===== src/rtl/xccd_pkg.sv =====
// shared types and constants for the command deframer
`default_nettype none
package xccd_pkg;

    localparam int PACKET_LEN  = 8;
    localparam int PAYLOAD_LEN = PACKET_LEN - 2;
    localparam int POS_W       = $clog2(PACKET_LEN);
    localparam int IDX_W       = $clog2(PAYLOAD_LEN);

    typedef logic [7:0]        t_byte;
    typedef logic [POS_W-1:0]  t_pos;
    typedef logic signed [15:0] t_speed;

    localparam t_pos  POS_SEARCH   = t_pos'(0);
    localparam t_pos  POS_FIRST    = t_pos'(1);
    localparam t_pos  POS_CHECKSUM = t_pos'(PACKET_LEN - 1);
    localparam t_byte HEADER_RESET = 8'hAA;

    typedef struct packed {
        t_speed speed_one;
        t_speed speed_two;
        t_speed speed_three;
    } t_speeds;

    // framer to output stage
    typedef struct packed {
        logic    load;
        t_speeds speeds;
    } t_result;

endpackage
`default_nettype wire


===== src/rtl/xccd_if.sv =====
// channel interfaces: received bytes, speed commands, header configuration
`default_nettype none
interface xccd_byte_if;
    import xccd_pkg::*;
    logic  valid;
    logic  ready;
    t_byte rx_byte;
    modport source (output valid, output rx_byte, input ready);
    modport sink   (input valid, input rx_byte, output ready);
endinterface

interface xccd_speed_if;
    import xccd_pkg::*;
    logic   valid;
    logic   ready;
    t_speed speed_one;
    t_speed speed_two;
    t_speed speed_three;
    modport source (output valid, output speed_one, output speed_two, output speed_three,
                    input ready);
    modport sink   (input valid, input speed_one, input speed_two, input speed_three,
                    output ready);
endinterface

interface xccd_cfg_if;
    import xccd_pkg::*;
    logic  valid;
    logic  ready;
    t_byte header_byte;
    modport source (output valid, output header_byte, input ready);
    modport sink   (input valid, input header_byte, output ready);
endinterface
`default_nettype wire


===== src/rtl/xccd_framer.sv =====
// packet framing: header search, payload capture, running xor and checksum test
`default_nettype none
module xccd_framer
    import xccd_pkg::*;
(
    input  wire          i_clk,
    input  wire          i_rst_n,
    input  wire          i_cfg_we,
    input  wire t_byte   i_cfg_header,
    input  wire          i_byte_valid,
    input  wire t_byte   i_byte,
    input  wire          i_out_free,
    output logic         o_consume,
    output t_result      o_result
);

    t_byte r_header;
    t_pos  r_pos;
    t_byte r_xor;
    t_byte r_payload [PAYLOAD_LEN];

    t_pos               n_pos;
    t_byte              n_xor;
    logic               is_chk;
    logic               emit;
    logic [IDX_W-1:0]   wr_idx;

    assign is_chk    = (r_pos == POS_CHECKSUM);
    assign emit      = i_byte_valid && is_chk && (i_byte == r_xor);
    assign o_consume = i_byte_valid && (!emit || i_out_free);
    assign wr_idx    = IDX_W'(r_pos - POS_FIRST);

    always_comb begin
        n_pos = r_pos;
        n_xor = r_xor;
        if (r_pos == POS_SEARCH) begin
            if (i_byte == r_header) begin
                n_pos = POS_FIRST;
                n_xor = i_byte;
            end
        end else if (is_chk) begin
            n_pos = POS_SEARCH;
            n_xor = '0;
        end else begin
            n_pos = r_pos + POS_FIRST;
            n_xor = r_xor ^ i_byte;
        end
    end

    always_ff @(posedge i_clk) begin
        if (!i_rst_n) begin
            r_header <= HEADER_RESET;
            r_pos    <= POS_SEARCH;
            r_xor    <= '0;
        end else begin
            if (i_cfg_we) begin
                r_header <= i_cfg_header;
            end
            if (o_consume) begin
                r_pos <= n_pos;
                r_xor <= n_xor;
            end
        end
    end

    // payload store, written once per packet before the checksum byte
    always_ff @(posedge i_clk) begin
        if (o_consume && r_pos != POS_SEARCH && !is_chk) begin
            r_payload[wr_idx] <= i_byte;
        end
    end

    assign o_result.load               = emit && o_consume;
    assign o_result.speeds.speed_one   = $signed({r_payload[0], r_payload[1]});
    assign o_result.speeds.speed_two   = $signed({r_payload[2], r_payload[3]});
    assign o_result.speeds.speed_three = $signed({r_payload[4], r_payload[5]});

endmodule
`default_nettype wire


===== src/rtl/xccd_out_reg.sv =====
// result register holding one speed command until the sink takes it
`default_nettype none
module xccd_out_reg
    import xccd_pkg::*;
(
    input  wire          i_clk,
    input  wire          i_rst_n,
    input  wire t_result i_result,
    input  wire          i_ready,
    output logic         o_free,
    output logic         o_valid,
    output t_speeds      o_speeds
);

    logic    r_valid;
    t_speeds r_speeds;

    assign o_free   = !r_valid || i_ready;
    assign o_valid  = r_valid;
    assign o_speeds = r_speeds;

    always_ff @(posedge i_clk) begin
        if (!i_rst_n) begin
            r_valid <= 1'b0;
        end else if (i_result.load) begin
            r_valid <= 1'b1;
        end else if (i_ready) begin
            r_valid <= 1'b0;
        end
    end

    always_ff @(posedge i_clk) begin
        if (i_result.load) begin
            r_speeds <= i_result.speeds;
        end
    end

endmodule
`default_nettype wire


===== src/rtl/xor_checked_command_deframer_unit.sv =====
// top level of the xor checked command deframer
`default_nettype none
// Deframes motor command packets from a stream of received bytes. Each
// transaction on i_rx carries one byte. While searching, bytes are dropped
// until one equals the configured header byte (0xAA after reset). The next
// six bytes are the payload and the byte after that is an XOR checksum over
// header and payload. On a match, one transaction on o_cmd carries three
// big-endian signed 16-bit speeds; on a mismatch the packet is dropped
// silently. Either way search resumes with the next byte, and a header value
// seen inside a packet is treated as ordinary data. Throughput is one byte
// per clock: each byte lands in an input register, passes from there
// through the framing logic (8-bit compares and an xor), and a finished
// packet goes into a result register. A stalled sink stops the byte stream
// only when a new packet completes while the previous result is still
// waiting. The header byte is written through i_cfg, which is always ready
// outside reset; write it only while no packet is in flight.
module xor_checked_command_deframer_unit
    import xccd_pkg::*;
(
    input  wire           i_clk,
    input  wire           i_rst_n,
    xccd_byte_if.sink     i_rx,
    xccd_cfg_if.sink      i_cfg,
    xccd_speed_if.source  o_cmd
);

    // input register
    logic    r_in_valid;
    t_byte   r_in_byte;

    logic    consume;
    logic    out_free;
    logic    rx_take;
    t_result result;
    t_speeds out_speeds;

    // a byte enters when the register is empty or its byte moves on this cycle
    assign i_rx.ready = i_rst_n && (!r_in_valid || consume);
    assign rx_take    = i_rx.valid && i_rx.ready;
    assign i_cfg.ready = i_rst_n;

    always_ff @(posedge i_clk) begin
        if (!i_rst_n) begin
            r_in_valid <= 1'b0;
        end else if (rx_take) begin
            r_in_valid <= 1'b1;
        end else if (consume) begin
            r_in_valid <= 1'b0;
        end
    end

    always_ff @(posedge i_clk) begin
        if (rx_take) begin
            r_in_byte <= i_rx.rx_byte;
        end
    end

    // header search, payload capture and checksum test
    xccd_framer u_framer (
        .i_clk        (i_clk),
        .i_rst_n      (i_rst_n),
        .i_cfg_we     (i_cfg.valid && i_cfg.ready),
        .i_cfg_header (i_cfg.header_byte),
        .i_byte_valid (r_in_valid),
        .i_byte       (r_in_byte),
        .i_out_free   (out_free),
        .o_consume    (consume),
        .o_result     (result)
    );

    // result register toward the command sink
    xccd_out_reg u_out (
        .i_clk    (i_clk),
        .i_rst_n  (i_rst_n),
        .i_result (result),
        .i_ready  (o_cmd.ready),
        .o_free   (out_free),
        .o_valid  (o_cmd.valid),
        .o_speeds (out_speeds)
    );

    assign o_cmd.speed_one   = out_speeds.speed_one;
    assign o_cmd.speed_two   = out_speeds.speed_two;
    assign o_cmd.speed_three = out_speeds.speed_three;

endmodule
`default_nettype wire


===== src/flat_wrapper.sv =====
// flat-port wrapper written by rule: the top's interface ports become plain ports
module xor_checked_command_deframer_unit_flat import xccd_pkg::*;
  (i_clk, i_rst_n, i_rx_valid, i_rx_rx_byte, i_rx_ready, i_cfg_valid, i_cfg_header_byte, i_cfg_ready, o_cmd_valid, o_cmd_speed_one, o_cmd_speed_two, o_cmd_speed_three, o_cmd_ready);
  xccd_byte_if i_rx_i ();
  xccd_cfg_if i_cfg_i ();
  xccd_speed_if o_cmd_i ();
  input  wire i_clk;
  input  wire i_rst_n;
  input wire logic [$bits(i_rx_i.valid)-1:0] i_rx_valid;
  input wire logic [$bits(i_rx_i.rx_byte)-1:0] i_rx_rx_byte;
  output wire logic [$bits(i_rx_i.ready)-1:0] i_rx_ready;
  input wire logic [$bits(i_cfg_i.valid)-1:0] i_cfg_valid;
  input wire logic [$bits(i_cfg_i.header_byte)-1:0] i_cfg_header_byte;
  output wire logic [$bits(i_cfg_i.ready)-1:0] i_cfg_ready;
  output wire logic [$bits(o_cmd_i.valid)-1:0] o_cmd_valid;
  output wire logic [$bits(o_cmd_i.speed_one)-1:0] o_cmd_speed_one;
  output wire logic [$bits(o_cmd_i.speed_two)-1:0] o_cmd_speed_two;
  output wire logic [$bits(o_cmd_i.speed_three)-1:0] o_cmd_speed_three;
  input wire logic [$bits(o_cmd_i.ready)-1:0] o_cmd_ready;
  assign i_rx_i.valid = i_rx_valid;
  assign i_rx_i.rx_byte = i_rx_rx_byte;
  assign i_rx_ready = i_rx_i.ready;
  assign i_cfg_i.valid = i_cfg_valid;
  assign i_cfg_i.header_byte = i_cfg_header_byte;
  assign i_cfg_ready = i_cfg_i.ready;
  assign o_cmd_valid = o_cmd_i.valid;
  assign o_cmd_speed_one = o_cmd_i.speed_one;
  assign o_cmd_speed_two = o_cmd_i.speed_two;
  assign o_cmd_speed_three = o_cmd_i.speed_three;
  assign o_cmd_i.ready = o_cmd_ready;
  xor_checked_command_deframer_unit u_core (.i_clk(i_clk), .i_rst_n(i_rst_n), .i_rx(i_rx_i), .i_cfg(i_cfg_i), .o_cmd(o_cmd_i));
endmodule

===== config.mk =====
export PLATFORM = sky130hd
export DESIGN_NAME = xor_checked_command_deframer_unit_flat
export DESIGN_NICKNAME = d
export VERILOG_FILES = /design/src/rtl/xccd_pkg.sv /design/src/rtl/xccd_if.sv /design/src/rtl/xccd_framer.sv /design/src/rtl/xccd_out_reg.sv /design/src/rtl/xor_checked_command_deframer_unit.sv /design/src/flat_wrapper.sv
export SDC_FILE = /design/constraint.sdc
export NUM_CORES = 1
export LEC_CHECK = 0
export BUFFER_PORTS_ARGS = -buffer_cell sky130_fd_sc_hd__buf_2
export CORE_MARGIN = 2
export CORE_UTILIZATION = 50
export DETAILED_ROUTE_END_ITERATION = 8
export GPL_TIMING_DRIVEN = 0
export PLACE_DENSITY = 0.69
export RECOVER_POWER = 25
export REMOVE_ABC_BUFFERS = 1
export SLEW_MARGIN = 15
export SYNTH_ARGS = -nofsm -noshare
export SYNTH_HDL_FRONTEND = slang
export SYNTH_SLANG_ARGS = --single-unit

===== constraint.sdc =====
create_clock -name i_clk -period 9.8 [get_ports i_clk]
set_input_delay 0 -clock i_clk [delete_from_list [all_inputs] [get_ports i_clk]]
set_output_delay 0 -clock i_clk [all_outputs]
set_load 0.02 [all_outputs]

# Word-level counts from Yosys, hierarchy flattened
# Memory sizes are Yosys's and may differ from the RTL's. A register that Yosys moved wholly into a read port is not among the register bits.
# Cells that the tools add are included.
[classes] add_sub_neg=2 eq_ne=4 muxes=12 bitwise=1 n_reduce_logical=21
[op_table] cell="$mux 8" n=3
[op_table] cell="$eq 8x8->1" n=2
[op_table] cell="$logic_and 1x1->1" n=9
[op_table] cell="$mux 3" n=3
[op_table] cell="$xor 8x8->8" n=1
[op_table] cell="$mux 1" n=6
[op_table] cell="$logic_not 1->1" n=4
[op_table] cell="$reduce_bool 2->1" n=2
[op_table] cell="$add 3x1->3 const B" n=1
[op_table] cell="$eq 3x3->1 const B" n=1
[op_table] cell="$logic_not 3->1" n=1
[op_table] cell="$logic_or 1x1->1" n=3
[op_table] cell="$reduce_bool 3->1" n=1
[op_table] cell="$sub 3x1->3 const B" n=1
[op_table] cell="$ne 2x1->1 const B" n=1
[op_table] cell="$reduce_and 2->1" n=1
[word_totals] register_bits=29 ram_bits=48 output_inout_bits=51 n_memories=1
[mem_list] name="u_core.u_framer.r_payload" depth=6 word_bits=8 read_ports=6 rd_ports_with_merged_regs=6 wr=1 line_no="xccd_framer.sv:20" rtl="t_byte r_payload [PAYLOAD_LEN];"

# Depth between registers and ports, before layout
# Gate-level depths: netlist of the first run.
[depth] depth_word=10 depth_mapped=8 ltp_nobuf=7

# By module
# From an unflattened synthesis of the first run, not the netlist that was laid out.
[hier_totals] hier_cells=269 hier_area_um2=4566.9
[by_module_without_submodules] mod="xccd_framer" n_inst=1 cells_each=201 area_per_inst_um2=2765.2 seq_area_each_um2=1821.7
[by_module_without_submodules] mod="xccd_out_reg" n_inst=1 cells_each=52 area_per_inst_um2=1490.2 seq_area_each_um2=1461.4
[by_module_without_submodules] mod="xor_checked_command_deframer_unit" n_inst=1 cells_each=16 area_per_inst_um2=311.5 seq_area_each_um2=260.2

# Worst setup path before layout of the first run
# OpenSTA, ideal clock, no wires.
[synth_path] path_type="reg2reg" start="register u_core.u_framer.r_pos[0]" end="register o_cmd_speed_one[0] (netlist name)" arrival_time_ns=3.679 required_ns=9.346 slack_ns=5.667 stages_incl_launch_ff=7 path_buffers=0 path_cell_list="dfxtp_1 -> ha_1 -> ha_1 -> nand2_1 -> or4_4 -> or3_4 -> nor2_1"
[synth_rtl] item="start: declaration" line_no="xccd_framer.sv:18" rtl="t_pos r_pos;"
[synth_rtl] item="start signal: assignment" line_no="xccd_framer.sv:60" rtl="r_pos <= n_pos;"

==> results of run 1 <==
==> flip-flops by register name, summed over array words and instances (netlist names), 3 cells and up <==
signal	flops
u_core.u_framer.r_pos	3
o_cmd_speed_two	16
u_core.u_framer.r_payload	48
u_core.u_framer.r_header	8
o_cmd_speed_one	16
o_cmd_speed_three	16
u_core.u_framer.r_xor	8
u_core.r_in_byte	8
==> worst paths after layout <==
check / cells past startpoint / slack [ps] / to / from
max reg2reg: 8 / 6340 / o_cmd_speed_one[7]$_DFFE_PP_ / u_core.u_framer.r_pos[0]$_SDFFE_PN0P_
min: 2 / 200 / u_core.r_in_byte[4]$_DFFE_PP_ / i_rx_rx_byte[4]
max: 8 / 6340 / o_cmd_speed_one[7]$_DFFE_PP_ / u_core.u_framer.r_pos[0]$_SDFFE_PN0P_
min reg2reg: 0 / 420 / o_cmd_speed_one[12]$_DFFE_PP_ / u_core.u_framer.r_payload[0][4]$_DFFE_PP_
==> metal layers <==
metal	wire length (um)	part of all wire	vias to the layer above	GRT usage
li1	-	-	1227	-
met1	3510	0.43	1245	0.237
met2	4040	0.50	90	0.286
met3	476	0.058	14	0.0494
met4	111	0.014	0	0.0780
met5	0	0	-	0
==> report_power, final <==
part           switching (uW)  leakage (uW)  internal, uW  total, uW
Clock                     233      0.000298           419        652
Combinational            13.0      0.000709          19.1       32.1
Sequential               10.9       0.00111           577        588
Total                     257       0.00212          1020       1270
==> cell families (layout without fill, tap and decap cells) <==
kind of cell | Yosys count | in the layout | synth area share
AOI/OAI and AO/OA | 23 | 23 | 0.0372
xor gates and xnor gates | 18 | 18 | 0.0355
adders and majority gates | 4 | 4 | 0.0113
buffers and inverters | 14 | 139 | 0.0147
DFF | 125 | 125 | 0.798
muxes | 8 | 8 | 0.0180
and+or+nand+nor | 70 | 70 | 0.0854
==> critical path, delay by kind of cell, from the launching register on <==
kind	cells	cell delay [ps]
AOI/OAI and AO/OA	1	540
and+or+nand+nor	4	1270
DFF	1	500
adders and majority gates	2	640
buffers and inverters	1	250
==> final cells by class <==
cell class | instances | area [um2]
Sequential cell | 125 | 3540
Fill cell | 590 | 2800
Multi-Input combinational cell | 123 | 865
Timing Repair Buffer | 104 | 701
Clock buffer | 18 | 418
Clock inverter | 14 | 205
Tap cell | 108 | 135
Inverter | 3 | 11.3
==> metrics by stage <==
step,hold slack [ps],instance area (um2),cells,util
3_3_place_gp,178,4880,430,0.562
3_5_place_dp,179,4930,432,0.568
5_1_grt,197,5880,495,0.677
2_1_floorplan,0,4390,251,-
4_1_cts,177,5870,495,0.676
6_report,197,5880,495,0.677
==> synthesized netlist by cell type, drive strengths merged <==
cell,instances
clkbuf,7
nor2,18
edfxtp,104
or3,1
or4,1
nand2,16
inv,2
a31oi,1
nor4,5
o21ai,9
xnor2,6
nor4b,8
nand3,11
xor2,12
o221a,2
dfxtp,21
buf,4
a21oi,2
nand3b,1
mux2i,8
clkinv,1
nand2b,3
nor3,2
o31ai,1
o32ai,8
ha,4
and2,1
nor3b,2
and3b,1
==> repair_timing <==
item,in CTS,in global routing
gates resized for setup,0,0
hold buffers,31,0
hold endpoints to repair,27,0
==> flow_summary.html, run 1 <==
<table>
<tr><th>Metric</th><th>Value</th></tr>
<tr><th colspan="2">Setup path</th></tr>
<tr><td>Cell with the most instances on the worst path</td><td>sky130_fd_sc_hd__ha_1</td></tr>
<tr><td>Nature of the critical path startpoint</td><td>flop</td></tr>
<tr><td>Type of the setup path with the least slack</td><td>flop to flop</td></tr>
<tr><td>Critical-path maximum fanout</td><td>25</td></tr>
<tr><td>Critical Path, Cell by Cell</td><td>ha_1, ha_1, nand2_1, or4_4, or3_4, o21ai_2, nor2_4, buf_16</td></tr>
<tr><td>Crit path largest cell delay</td><td>540 ps</td></tr>
<tr><td>Data required time of the worst path</td><td>10060 ps</td></tr>
<tr><td>Worst path arrival time</td><td>3720 ps</td></tr>
<tr><td>Kind of end point of the critical path</td><td>flop</td></tr>
<tr><td>CP max stage cell</td><td>sky130_fd_sc_hd__o21ai_2</td></tr>
<tr><th colspan="2">Route</th></tr>
<tr><td>Number of DRC violations after detailed routing</td><td>0</td></tr>
<tr><td>Via count</td><td>2576</td></tr>
<tr><td>Detail-routed via count per cell</td><td>5.20</td></tr>
<tr><td>Starting DRT DRC Count</td><td>134</td></tr>
<tr><td>Total iterations of the first detailed-routing run</td><td>4</td></tr>
<tr><td>Final antenna-violating net count</td><td>0</td></tr>
<tr><td>WL/cell</td><td>16.5 um</td></tr>
<tr><td>Total routed wirelength</td><td>8.14 mm</td></tr>
<tr><th colspan="2">Power and ir drop</th></tr>
<tr><td>Overall power consumption</td><td>1270 uW</td></tr>
<tr><td>Total power per unit cell area</td><td>216 nW/um2</td></tr>
<tr><td>Reported leakage power</td><td>0.00212 uW</td></tr>
<tr><td>Largest voltage drop on the vdd net</td><td>150 uV</td></tr>
<tr><th colspan="2">STA</th></tr>
<tr><td>Final number of setup-violating endpoints</td><td>0</td></tr>
<tr><td>Final critical-path share of the clock period</td><td>0.353</td></tr>
<tr><td>Final setup slack of the worst path</td><td>6340 ps</td></tr>
<tr><td>Total negative setup slack</td><td>0 ps</td></tr>
<tr><td>RSZ-0062 raised after global routing</td><td>no</td></tr>
<tr><td>Slew HR</td><td>0.244</td></tr>
<tr><td>Measured slew at the worst slew-check pin</td><td>1130 ps</td></tr>
<tr><td>Shortest period the worst path allows</td><td>3460 ps</td></tr>
<tr><td>Count of endpoints failing hold in the final timing report</td><td>0</td></tr>
<tr><td>Maximum clock skew at final layout</td><td>7.53 ps</td></tr>
<tr><td>Total count of max-transition violations in the final report</td><td>0</td></tr>
<tr><td>Max frequency</td><td>0.289 GHz</td></tr>
<tr><th colspan="2">Floorplan</th></tr>
<tr><td>Cell Rows</td><td>34</td></tr>
<tr><td>Starting density of the core</td><td>0.512</td></tr>
<tr><td>Die boundary width</td><td>98.2 um</td></tr>
<tr><td>Core Footprint</td><td>8680 um2</td></tr>
<tr><td>I/O pin total</td><td>72</td></tr>
<tr><td>Chip Height</td><td>98.2 um</td></tr>
<tr><td>Die area</td><td>9650 um2</td></tr>
<tr><th colspan="2">Logic synthesis</th></tr>
<tr><td>Mapped Cells</td><td>262</td></tr>
<tr><td>Count of yosys warnings during synthesis</td><td>0</td></tr>
<tr><td>Sequential element share of the synthesized area</td><td>0.798</td></tr>
<tr><td>Dominant cell type by area after synthesis</td><td>sky130_fd_sc_hd__edfxtp_1</td></tr>
<tr><td>#FFs+latches synth</td><td>125</td></tr>
<tr><td>Library cells used by synthesis</td><td>34</td></tr>
<tr><td>Syn Area/Cell</td><td>16.9 um2</td></tr>
<tr><td>Fraction of post-synthesis cell area in the top cell type by area</td><td>0.703</td></tr>
<tr><td>Cells taking the most area after synthesis</td><td>sky130_fd_sc_hd__edfxtp_1 70%, sky130_fd_sc_hd__dfxtp_1 9.5%, sky130_fd_sc_hd__xor2_1 2.4%</td></tr>
<tr><td>Post-Syn Area</td><td>4440 um2</td></tr>
<tr><th colspan="2">Global routing</th></tr>
<tr><td>Global Route Usage Sum</td><td>0.180</td></tr>
<tr><td>Number of global-route vias before repair</td><td>2541</td></tr>
<tr><td>Initial antenna violation count</td><td>0</td></tr>
<tr><td>Sum of overflow across all layers after global routing</td><td>0</td></tr>
<tr><td>Largest net degree at the start of global routing</td><td>26</td></tr>
<tr><td>Wire length of the first global-routing pass</td><td>13.1 mm</td></tr>
<tr><th colspan="2">Clock tree</th></tr>
<tr><td>Maximum level of the CTS H-tree</td><td>4</td></tr>
<tr><td>Number of sinks handled by clock tree synthesis</td><td>125</td></tr>
<tr><td>Clk buf depth</td><td>2</td></tr>
<tr><td>Post-CTS Setup Repair Bufs</td><td>0</td></tr>
<tr><td>Clock-pin transition on the worst setup and hold timing paths</td><td>60 ps</td></tr>
<tr><td>CTS tree</td><td>done</td></tr>
<tr><td>Clock tree root driver cell</td><td>sky130_fd_sc_hd__clkbuf_8</td></tr>
<tr><td>TritonCTS buffer count</td><td>17</td></tr>
<tr><td>Worst skew pair latency</td><td>510 ps</td></tr>
<tr><th colspan="2">Cells and area</th></tr>
<tr><td>Antenna fix cells</td><td>0</td></tr>
<tr><td>Nets@finish</td><td>399</td></tr>
<tr><td>Commonest non-fill, non-tap cells in the layout</td><td>104 x sky130_fd_sc_hd__edfxtp_1, 71 x sky130_fd_sc_hd__buf_2, 31 x sky130_fd_sc_hd__dlygate4sd3_1</td></tr>
<tr><td>Most common cell after layout, fill and taps aside</td><td>sky130_fd_sc_hd__edfxtp_1</td></tr>
<tr><td>Area growth syn-to-layout</td><td>32.4%</td></tr>
<tr><td>Fraction of final layout cells sized beyond drive strength 1</td><td>0.295</td></tr>
<tr><th colspan="2">Worst hold path</th></tr>
<tr><td>Class of the tightest hold or removal check</td><td>input pin to flop</td></tr>
<tr><th colspan="2">Place</th></tr>
<tr><td>Dpl ws</td><td>6440 ps</td></tr>
<tr><td>Number of port buffers</td><td>71</td></tr>
<tr><td>Routability cong.</td><td>0.822</td></tr>
<tr><td>Estimated wirelength of the detail-placed design</td><td>4.89 mm</td></tr>
<tr><th colspan="2">Run</th></tr>
<tr><td>Count of max-cap constraint violations</td><td>0</td></tr>
<tr><th colspan="2">Status</th></tr>
<tr><td>Run status</td><td>completed</td></tr>
</table>
No activity file was read; power rests on OpenSTA's default activity.
==> inputs of run 2 (changes only) <==
- PLACE_DENSITY: 0.69 -> 0.72
- clock period: 9.8 -> 2.8 ns (I/O delays scaled with it)
==> run 2 against run 1 <==
Against the previous run:
- register-to-register slack got worse by 6300 ps
- hold slack got worse by 1.9 ps
- wire length increased by 6.2%
- total power increased to 3.5 times the previous value
- worst setup slack got worse by 6300 ps
- critical path depth decreased by 1
- die area unchanged
- clock skew increased by 0.92 ps
- sequential cell count unchanged
- first-iteration DRC count increased by 39%
==> flow_summary.html, run 2 (synthesis results as in run 1) <==
<table>
<tr><th>Metric</th><th>Value</th></tr>
<tr><th colspan="2">Cells and area</th></tr>
<tr><td>Flip-flop count of the largest register, all copies and words added</td><td>48</td></tr>
<tr><td>Register with the highest flop count</td><td>u_core.u_framer.r_payload</td></tr>
<tr><td>Nets@finish</td><td>408</td></tr>
<tr><td>Most common cell after layout, fill and taps aside</td><td>sky130_fd_sc_hd__edfxtp_1</td></tr>
<tr><td>Final instance area</td><td>5990 um2</td></tr>
<tr><td>Area growth syn-to-layout</td><td>35.0%</td></tr>
<tr><td>Fraction of final layout cells sized beyond drive strength 1</td><td>0.321</td></tr>
<tr><td>Finished Layout Cells</td><td>504</td></tr>
<tr><td>Antenna fix cells</td><td>0</td></tr>
<tr><td>Commonest non-fill, non-tap cells in the layout</td><td>104 x sky130_fd_sc_hd__edfxtp_1, 72 x sky130_fd_sc_hd__buf_2, 31 x sky130_fd_sc_hd__dlygate4sd3_1</td></tr>
<tr><td>Number of filler cells placed in the layout</td><td>573</td></tr>
<tr><th colspan="2">Route</th></tr>
<tr><td>Starting DRT DRC Count</td><td>186</td></tr>
<tr><td>WL/cell</td><td>17.2 um</td></tr>
<tr><td>Final antenna-violating net count</td><td>0</td></tr>
<tr><td>Total routed wirelength</td><td>8.65 mm</td></tr>
<tr><td>Total iterations of the first detailed-routing run</td><td>5</td></tr>
<tr><td>Number of DRC violations after detailed routing</td><td>0</td></tr>
<tr><td>Via count</td><td>2616</td></tr>
<tr><td>Detail-routed via count per cell</td><td>5.19</td></tr>
<tr><th colspan="2">Global routing</th></tr>
<tr><td>Sum of overflow across all layers after global routing</td><td>0</td></tr>
<tr><td>Number of global-route vias before repair</td><td>2635</td></tr>
<tr><td>Largest net degree at the start of global routing</td><td>25</td></tr>
<tr><td>Global Route Usage Sum</td><td>0.193</td></tr>
<tr><td>Wire length of the first global-routing pass</td><td>13.8 mm</td></tr>
<tr><td>Initial antenna violation count</td><td>0</td></tr>
<tr><th colspan="2">STA</th></tr>
<tr><td>Count of endpoints failing hold in the final timing report</td><td>0</td></tr>
<tr><td>Final critical-path share of the clock period</td><td>0.971</td></tr>
<tr><td>Slew HR</td><td>0.437</td></tr>
<tr><td>Total count of max-transition violations in the final report</td><td>0</td></tr>
<tr><td>Shortest period the worst path allows</td><td>2720 ps</td></tr>
<tr><td>Maximum clock skew at final layout</td><td>8.45 ps</td></tr>
<tr><td>RSZ-0062 raised after global routing</td><td>no</td></tr>
<tr><td>Measured slew at the worst slew-check pin</td><td>837 ps</td></tr>
<tr><td>Total negative setup slack</td><td>0 ps</td></tr>
<tr><td>Final number of setup-violating endpoints</td><td>0</td></tr>
<tr><td>Max frequency</td><td>0.368 GHz</td></tr>
<tr><th colspan="2">Clock tree</th></tr>
<tr><td>Clock tree root driver cell</td><td>sky130_fd_sc_hd__clkbuf_8</td></tr>
<tr><td>Maximum level of the CTS H-tree</td><td>4</td></tr>
<tr><td>Clock-pin transition on the worst setup and hold timing paths</td><td>60 ps</td></tr>
<tr><td>Clk buf depth</td><td>2</td></tr>
<tr><td>CTS tree</td><td>done</td></tr>
<tr><td>Worst skew pair latency</td><td>510 ps</td></tr>
<tr><td>Number of sinks handled by clock tree synthesis</td><td>125</td></tr>
<tr><td>TritonCTS buffer count</td><td>17</td></tr>
<tr><th colspan="2">Place</th></tr>
<tr><td>Instance count after placement with tap cells included</td><td>432</td></tr>
<tr><td>Routability cong.</td><td>0.824</td></tr>
<tr><td>Estimated wirelength of the detail-placed design</td><td>4.76 mm</td></tr>
<tr><td>Number of port buffers</td><td>71</td></tr>
<tr><td>Cell area reported after detailed placement</td><td>4930 um2</td></tr>
<tr><th colspan="2">Power and ir drop</th></tr>
<tr><td>Largest voltage drop on the vdd net</td><td>441 uV</td></tr>
<tr><td>Total power per unit cell area</td><td>742 nW/um2</td></tr>
<tr><td>Reported leakage power</td><td>0.00216 uW</td></tr>
<tr><th colspan="2">Setup path</th></tr>
<tr><td>Launch point of the worst path</td><td>u_core.r_in_byte[1]$_DFFE_PP_</td></tr>
<tr><td>Kind of end point of the critical path</td><td>flop</td></tr>
<tr><td>FF-to-FF setup slack</td><td>80 ps</td></tr>
<tr><td>Critical-path maximum fanout</td><td>10</td></tr>
<tr><td>Crit Reg-Reg Startpoint</td><td>u_core.r_in_byte[1]$_DFFE_PP_</td></tr>
<tr><td>Data required time of the worst path</td><td>3070 ps</td></tr>
<tr><td>Type of the setup path with the least slack</td><td>flop to flop</td></tr>
<tr><td>Worst Setup EP</td><td>o_cmd_speed_two[10]$_DFFE_PP_</td></tr>
<tr><td>Critical register-to-register path endpoint</td><td>o_cmd_speed_two[10]$_DFFE_PP_</td></tr>
<tr><td>Nature of the critical path startpoint</td><td>flop</td></tr>
<tr><td>Worst-case reg-to-reg path depth</td><td>7</td></tr>
<tr><td>Worst path arrival time</td><td>2980 ps</td></tr>
<tr><th colspan="2">Floorplan</th></tr>
<tr><td>Die boundary width</td><td>98.2 um</td></tr>
<tr><td>Starting density of the core</td><td>0.512</td></tr>
<tr><td>Cell Rows</td><td>34</td></tr>
<tr><td>Die area</td><td>9650 um2</td></tr>
<tr><td>I/O pin total</td><td>72</td></tr>
<tr><td>Chip Height</td><td>98.2 um</td></tr>
<tr><td>Core Footprint</td><td>8680 um2</td></tr>
<tr><th colspan="2">Status</th></tr>
<tr><td>Run status</td><td>completed</td></tr>
<tr><th colspan="2">Run</th></tr>
<tr><td>Count of max-cap constraint violations</td><td>0</td></tr>
<tr><th colspan="2">Worst hold path</th></tr>
<tr><td>Class of the tightest hold or removal check</td><td>input pin to flop</td></tr>
</table>
[run 2: cell types whose count changed in the layout (fill, tap and decap cells not counted), sizes merged]
cell,change
clkinv,+3
inv,-3
nor2,+1
buf,+8
[run 2: critical path, stage by stage (launching register included)]
cell,delay (ps)
sky130_fd_sc_hd__edfxtp_1,620
sky130_fd_sc_hd__xor2_1,230
sky130_fd_sc_hd__or4_4,580
sky130_fd_sc_hd__or3_4,470
sky130_fd_sc_hd__o21ai_4,190
sky130_fd_sc_hd__buf_4,170
sky130_fd_sc_hd__nor2_4,40
sky130_fd_sc_hd__buf_4,170
[run 2: per-layer routing]
layer | up-vias | global-route usage | part of all wire
met1 | 1255 | 0.240 | 0.40
li1 | 1244 | - | -
met2 | 106 | 0.311 | 0.51
met3 | 11 | 0.0608 | 0.068
met5 | - | 0 | 0
met4 | 0 | 0.0854 | 0.015
[run 2: timing repair]
item,CTS,global route
resized for setup,5,3
setup endpoints to repair,85,16
setup buffers,8,0
endpoints found under the hold margin,28,0
hold buffers,31,0
pin swaps,4,0
cloned,1,0
[run 2: power breakdown]
group	internal (uW)	total [uW]	switching, uW
Clock	1460	2270	806
Combinational	69.7	116	46.7
Sequential	2020	2060	39.9
Total	3550	4450	892
[run 2: worst min-delay path by stage]
stage | endpoint | cells past startpoint | start
4_1_cts | u_core.r_in_byte[1]$_DFFE_PP_ | 2 | i_rx_rx_byte[1]
3_3_place_gp | u_core.r_in_byte[6]$_DFFE_PP_ | 1 | i_rx_rx_byte[6]
6_report | u_core.r_in_byte[1]$_DFFE_PP_ | 2 | i_rx_rx_byte[1]
5_1_grt | u_core.r_in_byte[2]$_DFFE_PP_ | 2 | i_rx_rx_byte[2]
3_5_place_dp | u_core.r_in_byte[1]$_DFFE_PP_ | 1 | i_rx_rx_byte[1]
2_1_floorplan | i_cfg_ready | 0 | i_rst_n
[run 2: per-stage QoR]
step / hold slack (ps) / total power (uW) / setup WS (ps) / utilization
2_1_floorplan: 0 / 2120 / -1470 / -
3_3_place_gp: 179 / 2170 / -2380 / 0.562
3_5_place_dp: 180 / 2170 / -573 / 0.568
4_1_cts: 176 / 4480 / 60.9 / 0.688
5_1_grt: 184 / 4580 / 30.1 / 0.691
6_report: 195 / 4450 / 81.8 / 0.691
[run 2: final cells by class]
type,count,area [um2],share of cell area
well taps,108,135,0.0225
multi-input cells,124,906,0.151
clock buffers,18,418,0.0697
repair buffers,112,771,0.129
inverters,3,11.3,0.00188
clock inverters,14,208,0.0347
flip-flops and latches,125,3540,0.591
==> inputs of run 3 (changes only) <==
- SYNTH_HIERARCHICAL: default -> 1
==> run 3 against run 2 <==
Against the previous run:
- sequential share of layout area grew 0.61 points
- sequential cell count unchanged
- via count down 4.2%
- global-route usage down 2.0 points
- synthesized cell count is 2.7% higher
- combinational power is 10% lower
- critical endpoint is now u_core/u_framer/r_payload[5][3]$_DFFE_PP_
==> flow_summary.html, run 3 <==
<table>
<tr><th>Metric</th><th>Value</th></tr>
<tr><th colspan="2">Run</th></tr>
<tr><td>Count of max-cap constraint violations</td><td>0</td></tr>
<tr><th colspan="2">Cells and area</th></tr>
<tr><td>Area growth syn-to-layout</td><td>29.9%</td></tr>
<tr><td>Commonest non-fill, non-tap cells in the layout</td><td>104 x sky130_fd_sc_hd__edfxtp_1, 71 x sky130_fd_sc_hd__buf_2, 24 x sky130_fd_sc_hd__nand2_1</td></tr>
<tr><td>Most common cell after layout, fill and taps aside</td><td>sky130_fd_sc_hd__edfxtp_1</td></tr>
<tr><td>Number of filler cells placed in the layout</td><td>594</td></tr>
<tr><td>Final instance area</td><td>5930 um2</td></tr>
<tr><td>Fraction of final layout cells sized beyond drive strength 1</td><td>0.317</td></tr>
<tr><td>Antenna fix cells</td><td>0</td></tr>
<tr><td>Nets@finish</td><td>400</td></tr>
<tr><th colspan="2">Place</th></tr>
<tr><td>Routability cong.</td><td>0.812</td></tr>
<tr><td>Estimated wirelength of the detail-placed design</td><td>4.77 mm</td></tr>
<tr><td>Number of port buffers</td><td>71</td></tr>
<tr><td>Cell area reported after detailed placement</td><td>5030 um2</td></tr>
<tr><th colspan="2">Logic synthesis</th></tr>
<tr><td>#FFs+latches synth</td><td>125</td></tr>
<tr><td>Cells taking the most area after synthesis</td><td>sky130_fd_sc_hd__edfxtp_1 68%, sky130_fd_sc_hd__dfxtp_1 9.2%, sky130_fd_sc_hd__mux2i_1 3.5%</td></tr>
<tr><td>Synth Flop Type</td><td>sky130_fd_sc_hd__edfxtp_1</td></tr>
<tr><td>Synth async-reset ratio</td><td>0</td></tr>
<tr><td>Most common cell in the netlist</td><td>sky130_fd_sc_hd__edfxtp_1</td></tr>
<tr><td>Dominant cell type by area after synthesis</td><td>sky130_fd_sc_hd__edfxtp_1</td></tr>
<tr><td>Fraction of post-synthesis cell area in the top cell type by area</td><td>0.684</td></tr>
<tr><td>Library cells used by synthesis</td><td>38</td></tr>
<tr><td>Sequential element share of the synthesized area</td><td>0.776</td></tr>
<tr><td>Synth cell count leaders</td><td>104 x sky130_fd_sc_hd__edfxtp_1, 24 x sky130_fd_sc_hd__nand2_1, 21 x sky130_fd_sc_hd__dfxtp_1, 17 x sky130_fd_sc_hd__nor2b_1, 16 x sky130_fd_sc_hd__mux2i_1</td></tr>
<tr><td>Number of synthesized flops with an enable pin</td><td>104</td></tr>
<tr><td>Post-Syn Area</td><td>4570 um2</td></tr>
<tr><td>Mapped Cells</td><td>269</td></tr>
<tr><td>Syn Area/Cell</td><td>17.0 um2</td></tr>
<tr><td>Count of yosys warnings during synthesis</td><td>6</td></tr>
<tr><th colspan="2">Setup path</th></tr>
<tr><td>Crit Reg-Reg Startpoint</td><td>u_core/u_framer/r_pos[0]$_SDFFE_PN0P_</td></tr>
<tr><td>Worst-case reg-to-reg path depth</td><td>7</td></tr>
<tr><td>FF-to-FF setup slack</td><td>130 ps</td></tr>
<tr><td>Worst path arrival time</td><td>2880 ps</td></tr>
<tr><td>Kind of end point of the critical path</td><td>flop</td></tr>
<tr><td>Launch point of the worst path</td><td>u_core/u_framer/r_pos[0]$_SDFFE_PN0P_</td></tr>
<tr><td>Type of the setup path with the least slack</td><td>flop to flop</td></tr>
<tr><td>Nature of the critical path startpoint</td><td>flop</td></tr>
<tr><td>Critical-path maximum fanout</td><td>11</td></tr>
<tr><td>Critical register-to-register path endpoint</td><td>u_core/u_framer/r_payload[5][3]$_DFFE_PP_</td></tr>
<tr><td>Worst Setup EP</td><td>u_core/u_framer/r_payload[5][3]$_DFFE_PP_</td></tr>
<tr><td>Data required time of the worst path</td><td>3010 ps</td></tr>
<tr><th colspan="2">STA</th></tr>
<tr><td>Final number of setup-violating endpoints</td><td>0</td></tr>
<tr><td>Count of endpoints failing hold in the final timing report</td><td>0</td></tr>
<tr><td>Maximum clock skew at final layout</td><td>10.3 ps</td></tr>
<tr><td>Measured slew at the worst slew-check pin</td><td>779 ps</td></tr>
<tr><td>Slew HR</td><td>0.477</td></tr>
<tr><td>Shortest period the worst path allows</td><td>2670 ps</td></tr>
<tr><td>Total count of max-transition violations in the final report</td><td>0</td></tr>
<tr><td>Worst hold margin</td><td>201 ps</td></tr>
<tr><td>Final critical-path share of the clock period</td><td>0.954</td></tr>
<tr><td>Max frequency</td><td>0.374 GHz</td></tr>
<tr><td>Total negative setup slack</td><td>0 ps</td></tr>
<tr><th colspan="2">Clock tree</th></tr>
<tr><td>Maximum level of the CTS H-tree</td><td>4</td></tr>
<tr><td>Worst skew pair latency</td><td>500 ps</td></tr>
<tr><td>CTS tree</td><td>done</td></tr>
<tr><td>Clock tree root driver cell</td><td>sky130_fd_sc_hd__clkbuf_8</td></tr>
<tr><td>Clock-pin transition on the worst setup and hold timing paths</td><td>60 ps</td></tr>
<tr><td>Number of sinks handled by clock tree synthesis</td><td>125</td></tr>
<tr><td>Clk buf depth</td><td>2</td></tr>
<tr><td>TritonCTS buffer count</td><td>17</td></tr>
<tr><th colspan="2">Route</th></tr>
<tr><td>Total routed wirelength</td><td>8.25 mm</td></tr>
<tr><td>Detail-routed via count per cell</td><td>5.05</td></tr>
<tr><td>Via count</td><td>2505</td></tr>
<tr><td>Number of DRC violations after detailed routing</td><td>0</td></tr>
<tr><td>Starting DRT DRC Count</td><td>111</td></tr>
<tr><td>Final antenna-violating net count</td><td>0</td></tr>
<tr><td>WL/cell</td><td>16.6 um</td></tr>
<tr><td>Total iterations of the first detailed-routing run</td><td>5</td></tr>
<tr><th colspan="2">Global routing</th></tr>
<tr><td>Sum of overflow across all layers after global routing</td><td>0</td></tr>
<tr><td>Largest net degree at the start of global routing</td><td>39</td></tr>
<tr><td>Global Route Usage Sum</td><td>0.173</td></tr>
<tr><td>Wire length of the first global-routing pass</td><td>12.4 mm</td></tr>
<tr><td>Initial antenna violation count</td><td>0</td></tr>
<tr><td>Number of global-route vias before repair</td><td>2441</td></tr>
<tr><th colspan="2">Power and ir drop</th></tr>
<tr><td>Overall power consumption</td><td>4180 uW</td></tr>
<tr><td>Total power per unit cell area</td><td>704 nW/um2</td></tr>
<tr><td>Internal Dissipation</td><td>3340 uW</td></tr>
<tr><td>Largest voltage drop on the vdd net</td><td>491 uV</td></tr>
<tr><td>Switching share of power</td><td>0.200</td></tr>
<tr><td>Switching power summed over all nets</td><td>836 uW</td></tr>
<tr><td>Comb power frac</td><td>0.025</td></tr>
<tr><td>Fraction of power consumed by sequential logic</td><td>0.487</td></tr>
<tr><td>Reported leakage power</td><td>0.00214 uW</td></tr>
<tr><td>Clk network pwr share</td><td>0.488</td></tr>
<tr><th colspan="2">Floorplan</th></tr>
<tr><td>Die area</td><td>9910 um2</td></tr>
<tr><td>Starting density of the core</td><td>0.519</td></tr>
<tr><td>Die boundary width</td><td>99.6 um</td></tr>
<tr><td>Chip Height</td><td>99.6 um</td></tr>
<tr><td>I/O pin total</td><td>72</td></tr>
<tr><td>Cell Rows</td><td>34</td></tr>
<tr><td>Core Footprint</td><td>8810 um2</td></tr>
<tr><th colspan="2">Worst hold path</th></tr>
<tr><td>Class of the tightest hold or removal check</td><td>input pin to flop</td></tr>
<tr><th colspan="2">Status</th></tr>
<tr><td>Run status</td><td>completed</td></tr>
</table>
[run 3: cell types whose count changed after synthesis, sizes merged, moves of 7 or more]
| cell | before | now |
|---|---|---|
| nor2b | 0 | 18 |
| o32ai | 8 | 0 |
| mux2i | 8 | 16 |
| nand3 | 11 | 1 |
| nor2 | 18 | 6 |
| nor4b | 8 | 1 |
| a22o | 0 | 8 |
| nand2 | 16 | 24 |
[run 3: per-layer routing]
metal  up-vias  wire length, um  global-route usage
met4         0               23              0.0632
li1       1216                -                   -
met3         4              332              0.0604
met5         -                0                   0
met1      1207             3630               0.212
met2        78             4270               0.284
[run 3: cells by family after synthesis]
kind of cell    share of synthesized area
buf+inv                            0.0156
simple gates                       0.0923
xor+xnor                           0.0268
fa+ha+maj                          0.0110
flops                               0.776
mux                                0.0351
compound gates                     0.0433
[run 3: worst min-delay path by stage]
stage,startpoint,end,depth (start not counted)
2_1_floorplan,i_rst_n,i_cfg_ready,0
3_3_place_gp,i_rx_rx_byte[4],u_core/r_in_byte[4]$_DFFE_PP_,1
3_5_place_dp,i_rx_rx_byte[7],u_core/r_in_byte[7]$_DFFE_PP_,1
4_1_cts,i_rx_rx_byte[2],u_core/r_in_byte[2]$_DFFE_PP_,2
5_1_grt,i_rx_rx_byte[0],u_core/r_in_byte[0]$_DFFE_PP_,2
6_report,i_rx_rx_byte[2],u_core/r_in_byte[2]$_DFFE_PP_,2
[run 3: stage by stage]
step | instances | utilization | worst slack, ps
floorplan | 259 | - | -184
global placement | 438 | 0.569 | -791
detailed placement | 439 | 0.571 | -644
CTS | 494 | 0.664 | -55.4
global route | 496 | 0.674 | -17.9
finish | 496 | 0.674 | 129
[run 3: what timing repair did]
item | CTS | global route
hold buffers | 23 | 0
pin swaps | 0 | 2
setup buffers | 0 | 2
gates resized for setup | 6 | 10
endpoints found under the hold margin | 22 | 0
setup endpoints to repair | 48 | 49
[run 3: layout make-up]
class,instances,area [um2],share of cell area
Inverter,6,22.5,0.00380
Clock buffer,19,422,0.0711
Clock inverter,13,141,0.0238
Sequential cell,125,3540,0.598
Multi-Input combinational cell,128,1020,0.172
Tap cell,108,135,0.0228
Timing Repair Buffer,97,646,0.109
[run 3: power groups by stage]
stage          clock network, uW  logic, uW  registers (uW)
2_1_floorplan                  0       48.1            2060
3_3_place_gp                   0       75.4            2070
3_5_place_dp                   0       77.4            2070
4_1_cts                     2080        102            2040
5_1_grt                     2150        113            2040
6_report                    2040        104            2040
[run 3: critical path: stages (launching register included)]
cell,delay [ps]
sky130_fd_sc_hd__dfxtp_2,450
sky130_fd_sc_hd__inv_1,170
sky130_fd_sc_hd__ha_1,250
sky130_fd_sc_hd__nand2b_1,330
sky130_fd_sc_hd__nor2b_4,410
sky130_fd_sc_hd__nand3_2,290
sky130_fd_sc_hd__nor3_4,300
sky130_fd_sc_hd__buf_12,150
